`src/design/stepper_ramp_interval_generator_core_defines.svh`:
```
// Assertion macros shared by the stepper ramp generator RTL.
// Used by the top level; no other dependencies.
`ifndef STEPPER_RAMP_INTERVAL_GENERATOR_CORE_DEFINES_SVH
`define STEPPER_RAMP_INTERVAL_GENERATOR_CORE_DEFINES_SVH

// Same-cycle implication, checked out of reset.
`define SRIG_ASSERT_NOW(lbl, ante, cons) \
    lbl: assert property (@(posedge i_clk) disable iff (!i_rst_n) (ante) |-> (cons)) \
        else $error("srig check failed");

// Next-cycle implication, checked out of reset.
`define SRIG_ASSERT_NEXT(lbl, ante, cons) \
    lbl: assert property (@(posedge i_clk) disable iff (!i_rst_n) (ante) |=> (cons)) \
        else $error("srig check failed");

`endif

```
`src/design/srig_pkg.sv`:
```
// Constants for the stepper ramp interval generator.
// No dependencies; imported by the top level.
package srig_pkg;
    localparam int CHANNELS_DEF      = 3;
    localparam int TICK_CLOCK_HZ_DEF = 10000000;
    localparam int DELAY_W           = 24;
    localparam logic [DELAY_W-1:0] DELAY_MAX = '1;
    localparam logic [44:0] DELAY_OFFSET = 45'd33;
    // dividend width: covers tick clock * 2^16 plus half a Q16.16 speed
    localparam int DIV_W   = 45;
    localparam int SQRT_IT = 32;
    localparam logic       FUNC_START = 1'b0;
    localparam logic       FUNC_NEXT  = 1'b1;
endpackage

```
`src/design/stepper_ramp_interval_generator_core.sv`:
```
// Stepper ramp interval generator: per-channel trapezoidal pulse delays.
// Depends on srig_pkg and stepper_ramp_interval_generator_core_defines.svh.
//
// Usage:
//  Input channel (i_in_valid / o_in_stall): func 0 starts a move on a channel
//  (steps, start rate, peak rate, acceleration); func 1 asks that channel for
//  its next pulse delay. Items to a channel number at or above CHANNELS, and
//  requests to an idle channel, are dropped without a result.
//  Output channel (o_out_valid / i_out_stall): one transfer per granted
//  request carrying channel, delay in ticks minus 33 and a last-pulse flag.
//  Sequencing: one item is worked at a time. A start item runs through
//  square, subtract, a 45-step radix-2 divider with its exit check, and
//  commit; with zero acceleration the divider is skipped. A pulse request
//  runs from its transfer to o_out_valid through product, add, a 32-step
//  bit-pair square root with its exit check, the same divider, and commit;
//  with zero speed the divider is skipped. o_in_stall is high from the
//  transfer until the commit, so no new item is taken before the last one
//  is committed.
//  The shared serial root and divider set the rate.
//  The result sits in an output register; while it is stalled the next item
//  is still taken and worked; only a pulse request's commit waits for it.
//  Reset (synchronous, active low) makes every channel idle; no clearing pass.
module stepper_ramp_interval_generator_core #(
    parameter int CHANNELS      = srig_pkg::CHANNELS_DEF,
    parameter int TICK_CLOCK_HZ = srig_pkg::TICK_CLOCK_HZ_DEF
) (
    input  logic        i_clk,
    input  logic        i_rst_n,
    input  logic        i_in_valid,
    output logic        o_in_stall,
    input  logic        i_func,
    input  logic [1:0]  i_channel,
    input  logic [15:0] i_move_steps,
    input  logic [15:0] i_start_rate,
    input  logic [15:0] i_max_rate,
    input  logic [19:0] i_accel,
    output logic        o_out_valid,
    input  logic        i_out_stall,
    output logic [1:0]  o_out_channel,
    output logic [srig_pkg::DELAY_W-1:0] o_delay,
    output logic        o_last
);
    import srig_pkg::*;
    `include "stepper_ramp_interval_generator_core_defines.svh"

    localparam int IDX_W = (CHANNELS > 1) ? $clog2(CHANNELS) : 1;
    localparam logic [DIV_W-1:0] TICK_NUM = DIV_W'(TICK_CLOCK_HZ) << 16;

    localparam logic [2:0] S_IDLE = 3'd0;
    localparam logic [2:0] S_MUL  = 3'd1;
    localparam logic [2:0] S_ADD  = 3'd2;
    localparam logic [2:0] S_SQRT = 3'd3;
    localparam logic [2:0] S_DIV  = 3'd4;
    localparam logic [2:0] S_FIN  = 3'd5;

    localparam logic [1:0] M_CRUISE = 2'd0;
    localparam logic [1:0] M_ACCEL  = 2'd1;
    localparam logic [1:0] M_BRAKE  = 2'd2;

    // per-channel move state
    logic signed [31:0] r_ramp   [CHANNELS];
    logic [15:0]        r_index  [CHANNELS];
    logic [15:0]        r_total  [CHANNELS];
    logic [31:0]        r_speed  [CHANNELS];
    logic [19:0]        r_acc    [CHANNELS];
    logic [CHANNELS-1:0] r_active;

    // item being worked
    logic [2:0]  r_state;
    logic        r_func;
    logic [1:0]  r_ch;
    logic [15:0] r_steps;
    logic [15:0] r_v0;
    logic [15:0] r_v1;
    logic [19:0] r_a;
    logic [1:0]  r_mode;
    logic        r_neg;
    logic        r_vzero;
    logic [31:0] r_sq1;
    logic [31:0] r_sq0;
    logic [63:0] r_rad;
    logic [63:0] r_term;
    logic [33:0] r_rem;
    logic [31:0] r_root;
    logic [5:0]  r_cnt;
    logic [DIV_W-1:0] r_dvd;
    logic [31:0] r_drem;
    logic [31:0] r_dvs;

    // output register
    logic        r_out_valid;
    logic [1:0]  r_out_ch;
    logic [DELAY_W-1:0] r_out_delay;
    logic        r_out_last;

    logic [IDX_W-1:0] in_idx;
    logic [IDX_W-1:0] idx;
    logic             in_ok;

    assign in_idx = IDX_W'(i_channel);
    assign idx    = IDX_W'(r_ch);
    assign in_ok  = ({30'd0, i_channel} < CHANNELS) &&
                    ((i_func == FUNC_START) || r_active[in_idx]);

    assign o_in_stall    = (r_state != S_IDLE);
    assign o_out_valid   = r_out_valid;
    assign o_out_channel = r_out_ch;
    assign o_delay       = r_out_delay;
    assign o_last        = r_out_last;

    // ramp segment for a pulse request
    logic signed [33:0] seg_i;
    logic signed [33:0] seg_s;
    logic signed [33:0] seg_ns;
    logic [1:0]         seg_mode;
    always_comb begin
        seg_i  = $signed({18'd0, r_index[idx]});
        seg_s  = $signed({{2{r_ramp[idx][31]}}, r_ramp[idx]});
        seg_ns = $signed({18'd0, r_total[idx]}) - seg_s;
        if (seg_i < seg_s && r_index[idx] < (r_total[idx] >> 1)) begin
            seg_mode = M_ACCEL;
        end else if (seg_i >= seg_ns) begin
            seg_mode = M_BRAKE;
        end else begin
            seg_mode = M_CRUISE;
        end
    end

    // radicand update and ramp numerator
    logic [64:0] rad_sum;
    logic [32:0] diff;
    logic [32:0] mag;
    assign rad_sum = {1'b0, r_rad} + {1'b0, r_term};
    assign diff    = {1'b0, r_sq1} - {1'b0, r_sq0};
    assign mag     = diff[32] ? (33'd0 - diff) : diff;

    // one bit-pair root step
    logic [33:0] sq_cand;
    logic [33:0] sq_trial;
    assign sq_cand  = {r_rem[31:0], r_rad[63:62]};
    assign sq_trial = {r_root, 2'b01};

    // one restoring divide step
    logic [32:0] dv_cand;
    logic        dv_ge;
    assign dv_cand = {r_drem, r_dvd[DIV_W-1]};
    assign dv_ge   = (dv_cand >= {1'b0, r_dvs});

    // commit values
    logic [15:0]        idx_next;
    logic               is_last;
    logic [DELAY_W-1:0] delay_val;
    logic [DIV_W-1:0]   q_off;
    logic               out_free;
    logic               out_load;
    always_comb begin
        idx_next = r_index[idx] + 16'd1;
        is_last  = (idx_next >= r_total[idx]);
        q_off    = r_dvd - DELAY_OFFSET;
        if (r_vzero) begin
            delay_val = DELAY_MAX;
        end else if (r_dvd <= DELAY_OFFSET) begin
            delay_val = '0;
        end else if (q_off > DIV_W'(DELAY_MAX)) begin
            delay_val = DELAY_MAX;
        end else begin
            delay_val = q_off[DELAY_W-1:0];
        end
    end
    assign out_free = !r_out_valid || !i_out_stall;
    // a pulse result enters the output register this cycle
    assign out_load = (r_state == S_FIN) && (r_func == FUNC_NEXT) && out_free;

    // sequencer and datapath
    always_ff @(posedge i_clk) begin
        if (!i_rst_n) begin
            r_state     <= S_IDLE;
            r_active    <= '0;
            r_out_valid <= 1'b0;
        end else begin
            if (r_out_valid && !i_out_stall && !out_load) begin
                r_out_valid <= 1'b0;
            end
            case (r_state)
                S_IDLE: begin
                    if (i_in_valid && in_ok) begin
                        r_func  <= i_func;
                        r_ch    <= i_channel;
                        r_steps <= i_move_steps;
                        r_v0    <= i_start_rate;
                        r_v1    <= i_max_rate;
                        r_a     <= i_accel;
                        r_state <= S_MUL;
                    end
                end
                S_MUL: begin
                    r_sq1  <= {16'd0, r_v1} * {16'd0, r_v1};
                    r_sq0  <= {16'd0, r_v0} * {16'd0, r_v0};
                    r_rad  <= {32'd0, r_speed[idx]} * {32'd0, r_speed[idx]};
                    r_term <= {11'd0, r_acc[idx], 1'b0, 32'd0};
                    r_mode <= seg_mode;
                    r_state <= S_ADD;
                end
                S_ADD: begin
                    if (r_func == FUNC_START) begin
                        r_neg  <= diff[32];
                        r_dvd  <= DIV_W'(mag) + DIV_W'(r_a);
                        r_dvs  <= {11'd0, r_a, 1'b0};
                        r_drem <= '0;
                        r_cnt  <= 6'(DIV_W);
                        if (r_a == 20'd0) begin
                            r_vzero <= 1'b1;
                            r_state <= S_FIN;
                        end else begin
                            r_vzero <= 1'b0;
                            r_state <= S_DIV;
                        end
                    end else begin
                        case (r_mode)
                            M_ACCEL: r_rad <= rad_sum[64] ? '1 : rad_sum[63:0];
                            M_BRAKE: r_rad <= (r_rad >= r_term) ? (r_rad - r_term) : '0;
                            default: r_rad <= r_rad;
                        endcase
                        r_rem   <= '0;
                        r_root  <= '0;
                        r_cnt   <= 6'(SQRT_IT);
                        r_state <= S_SQRT;
                    end
                end
                S_SQRT: begin
                    if (r_cnt == 6'd0) begin
                        r_vzero <= (r_root == 32'd0);
                        r_dvd   <= TICK_NUM + DIV_W'(r_root >> 1);
                        r_dvs   <= r_root;
                        r_drem  <= '0;
                        r_cnt   <= 6'(DIV_W);
                        r_state <= (r_root == 32'd0) ? S_FIN : S_DIV;
                    end else begin
                        r_rad <= {r_rad[61:0], 2'b00};
                        if (sq_cand >= sq_trial) begin
                            r_rem  <= sq_cand - sq_trial;
                            r_root <= {r_root[30:0], 1'b1};
                        end else begin
                            r_rem  <= sq_cand;
                            r_root <= {r_root[30:0], 1'b0};
                        end
                        r_cnt <= r_cnt - 6'd1;
                    end
                end
                S_DIV: begin
                    if (r_cnt == 6'd0) begin
                        r_state <= S_FIN;
                    end else begin
                        r_drem <= dv_ge ? 32'(dv_cand - {1'b0, r_dvs}) : dv_cand[31:0];
                        r_dvd  <= {r_dvd[DIV_W-2:0], dv_ge};
                        r_cnt  <= r_cnt - 6'd1;
                    end
                end
                S_FIN: begin
                    if (r_func == FUNC_START) begin
                        if (r_vzero) begin
                            r_ramp[idx] <= '0;
                        end else if (r_neg) begin
                            r_ramp[idx] <= 32'sd0 - $signed(r_dvd[31:0]);
                        end else begin
                            r_ramp[idx] <= $signed(r_dvd[31:0]);
                        end
                        r_speed[idx]  <= {r_v0, 16'd0};
                        r_acc[idx]    <= r_a;
                        r_index[idx]  <= '0;
                        r_total[idx]  <= r_steps;
                        r_active[idx] <= (r_steps != 16'd0);
                        r_state       <= S_IDLE;
                    end else if (out_free) begin
                        r_speed[idx]  <= r_root;
                        r_index[idx]  <= idx_next;
                        r_active[idx] <= !is_last;
                        r_out_valid   <= 1'b1;
                        r_out_ch      <= r_ch;
                        r_out_delay   <= delay_val;
                        r_out_last    <= is_last;
                        r_state       <= S_IDLE;
                    end
                end
                default: r_state <= S_IDLE;
            endcase
        end
    end

    // checks
    `SRIG_ASSERT_NOW(a_out_from_fin, $rose(r_out_valid), $past(r_state) == S_FIN)
    `SRIG_ASSERT_NOW(a_out_from_next, $rose(r_out_valid), $past(r_func) == FUNC_NEXT)
    `SRIG_ASSERT_NEXT(a_div_exit, r_state == S_DIV, r_state == S_DIV || r_state == S_FIN)

endmodule
```
`config.mk`:
```
export PLATFORM = sky130hd
export DESIGN_NAME = stepper_ramp_interval_generator_core
export DESIGN_NICKNAME = d
export VERILOG_FILES = /design/src/design/srig_pkg.sv /design/src/design/stepper_ramp_interval_generator_core.sv
export VERILOG_INCLUDE_DIRS = /design/src /design/src/design
export SDC_FILE = /design/constraint.sdc
export NUM_CORES = 2
export LEC_CHECK = 0
export BUFFER_PORTS_ARGS = -buffer_cell sky130_fd_sc_hd__buf_4
export CAP_MARGIN = 10
export CORE_MARGIN = 4
export CORE_UTILIZATION = 45
export DETAILED_ROUTE_END_ITERATION = 16
export SETUP_SLACK_MARGIN = 0.3
export SLEW_MARGIN = 25
export SYNTH_ARGS = -nofsm -noshare
export SYNTH_HDL_FRONTEND = slang
export SYNTH_SLANG_ARGS = --single-unit
```
`constraint.sdc`:
```
create_clock -name i_clk -period 11.5 [get_ports i_clk]
set_input_delay 2.3 -clock i_clk [delete_from_list [all_inputs] [get_ports i_clk]]
set_output_delay 2.3 -clock i_clk [all_outputs]
set_load 0.02 [all_outputs]
```
==> results.json <==
{
  "num_rows": 160,
  "cp_common_cell": "fa_1",
  "yosys_register_bits": 784,
  "maxSlewViolCount": 0,
  "viasPerCell": 5.52,
  "period_share": 0.907,
  "cpMaxStageDelayCell": "dfxtp_4",
  "drtAntennaViolNets": 0,
  "dieArea_um2": 200000,
  "hp-class": "reg -> reg",
  "final_common_cell": "inv_1",
  "fillers": 17804,
  "htree_levels": 3,
  "syn_area_um2": 86700,
  "syn_inst": 8746,
  "status": "complete, no violations",
  "slew_headroom": 0.297,
  "yosys_most_used_dff": "edfxtp_1",
  "initial_utilization": 0.454,
  "rsz0062_at_grt": "false",
  "final_cell_mix": "1615 x inv_1, 1126 x fa_1, 775 x edfxtp_1",
  "arrival_ns": 10.87,
  "tritoncts": "yes",
  "synth-async-reset-ratio": 0,
  "timing.max_cap.violations": 0,
  "area_delta_synth_final_pct": 7.77,
  "clock_skew_ns": 0.0587,
  "final.min_clock_period_ns": 10.44,
  "cts_setup_buffers": 0,
  "met1_usage": 0.327,
  "yosysSeqAreaShare": 0.270,
  "numCtsBuffers": 87,
  "grt-busiest-layer": "met2",
  "hpwlAfterDp_um": 196000,
  "hold_violations": 0,
  "synth.avg_cell_area_um2": 9.92,
  "clock_sinks": 784,
  "max_freq_mhz": 95.8,
  "grt_max_degree": 74,
  "synth_cell_type_count": 96,
  "start_kind": "flip-flop",
  "syn-num-nets": 10680,
  "grtUsageMet3": 0.0299,
  "final-seq-area_um2": 23500,
  "final_util": 0.489,
  "drt_first_pass_iters": 5,
  "antenna_found_initial": 0,
  "first_iter_violations": 4694,
  "grt.overflow.total": 0,
  "drive_above_1_share": 0.0549,
  "place_ws_ns": 1.07,
  "yosysWarnings": 0,
  "grt_util_met2": 0.436,
  "cts_hold_buf": 0,
  "die-height_um": 447,
  "worst_setup_path_end_kind": "flip-flop",
  "port_buffers": 103,
  "synth_edf_count": 775,
  "place_congestion": 0.945,
  "clk_pin_slew_worst_paths_ns": 0.07,
  "vias": 62592,
  "grt_usage": 0.254,
  "yosys.area.top_type": "edfxtp_1",
  "worstSkewPairLatency_ns": 0.72,
  "cts_max_path_buffers": 3,
  "worstPathRequired_ns": 11.93,
  "cts-resized-gates": 0,
  "drcViolationCount": 0,
  "cts_root_buf": "clkbuf_16",
  "finalSetupViolations": 0,
  "multi_input_area_um2": 56100,
  "io_pins": 104,
  "layout_setup_ws_ns": 1.06,
  "crit_type": "reg -> reg",
  "worstMarginPinSlew_ns": 1.05,
  "die_w_um": 447,
  "final.setup.tns_ns": 0,
  "cpPeakStageDelay_ns": 0.86,
  "grt_pass1_vias": 65877,
  "nNetsFinal": 10680,
  "yosys.area.top_type_share": 0.268,
  "core_um2": 191000,
  "grt_pass1_wl_um": 389000,
  "wl_per_cell_um": 22.1,
  "crit_fanout": 72,
  "synth_area_leaders": "edfxtp_1 27%, fa_1 26%, ha_1 11%",
  "drt-total-wl_um": 250000
}
critical path, delay by kind of cell (launching register included):
| family | cells | cell delay [ns] |
|---|---|---|
| flip-flops | 1 | 0.86 |
| XOR/XNOR | 1 | 0.18 |
| buffers and inverters | 7 | 1.40 |
| AND/OR/NAND/NOR | 3 | 0.39 |
| adder cells (fa/ha/maj) | 9 | 3.81 |
| AO/OA/AOI/OAI | 11 | 3.48 |
routing by layer:
metal / part of all wire / vias to the layer above
li1: - / 28771
met1: 0.41 / 31516
met2: 0.49 / 1887
met3: 0.054 / 418
met4: 0.046 / 0
met5: 0 / -
path summary, 6_finish.rpt:
check / slack [ns] / end / depth (start not counted) / startpoint
min reg2reg: 0.47 / r_active[2] / 2 / r_active[2]
max: 1.06 / r_rad[63] / 31 / flip-flop
min: 0.47 / r_active[2] / 2 / r_active[2]
max reg2reg: 1.06 / r_rad[63] / 31 / flip-flop
cells by family after synthesis:
| logic type | share of synthesized area |
|---|---|
| xor+xnor | 0.0373 |
| simple gates | 0.115 |
| mux | 0.0211 |
| buf+inv | 0.0849 |
| fa+ha+maj | 0.366 |
| compound gates | 0.105 |
| flops | 0.270 |
cell type report:
class                      instances  share of cell area
timing repair buffer             224              0.0182
sequential                       784               0.251
multi-input combinational       6022               0.600
antenna                            2           0.0000535
tap                             2511              0.0336
inverter                        1627              0.0654
clock buffer                      98              0.0237
clock inverter                    61             0.00784
sequential cells by signal, summed over array words and instances (netlist names), 3 cells and up, named ones only:
name      count
r_v1         16
r_steps      16
r_dvd        45
r_active      3
r_speed      96
o_delay      24
r_dvs        32
r_cnt         6
r_ramp       96
r_sq0        31
r_sq1        31
r_drem       32
r_index      48
r_a          20
r_rem        32
r_rad        64
r_root       32
r_v0         16
r_total      48
r_acc        60
r_term       20
r_state       3
synth_stat cells (all sizes together) (31+ instances only):
library cell,n
a211oi,64
a21o,179
a21oi,431
a31oi,48
and2,157
and3,54
buf,55
clkbuf,257
edfxtp,775
fa,1126
ha,733
inv,1617
mux2i,173
nand2,708
nand2b,53
nand3,99
nand4,52
nor2,732
nor2b,66
nor3,109
nor4,41
o211ai,33
o21a,77
o21ai,300
o21bai,51
or3,31
xnor2,233
xor2,136
stage by stage:
stage               std cells  instance area (µm²)  hold slack (ns)
global placement        11167                90500            0.453
detailed placement      11168                90500            0.461
finish                  11329                93500            0.467
CTS                     11327                93500            0.470
global route            11327                93500            0.514
floorplan                8746                86700            0.424
Power is not shown: default switching activity piles up to over one toggle a cycle in this logic, so the estimate is an artifact.
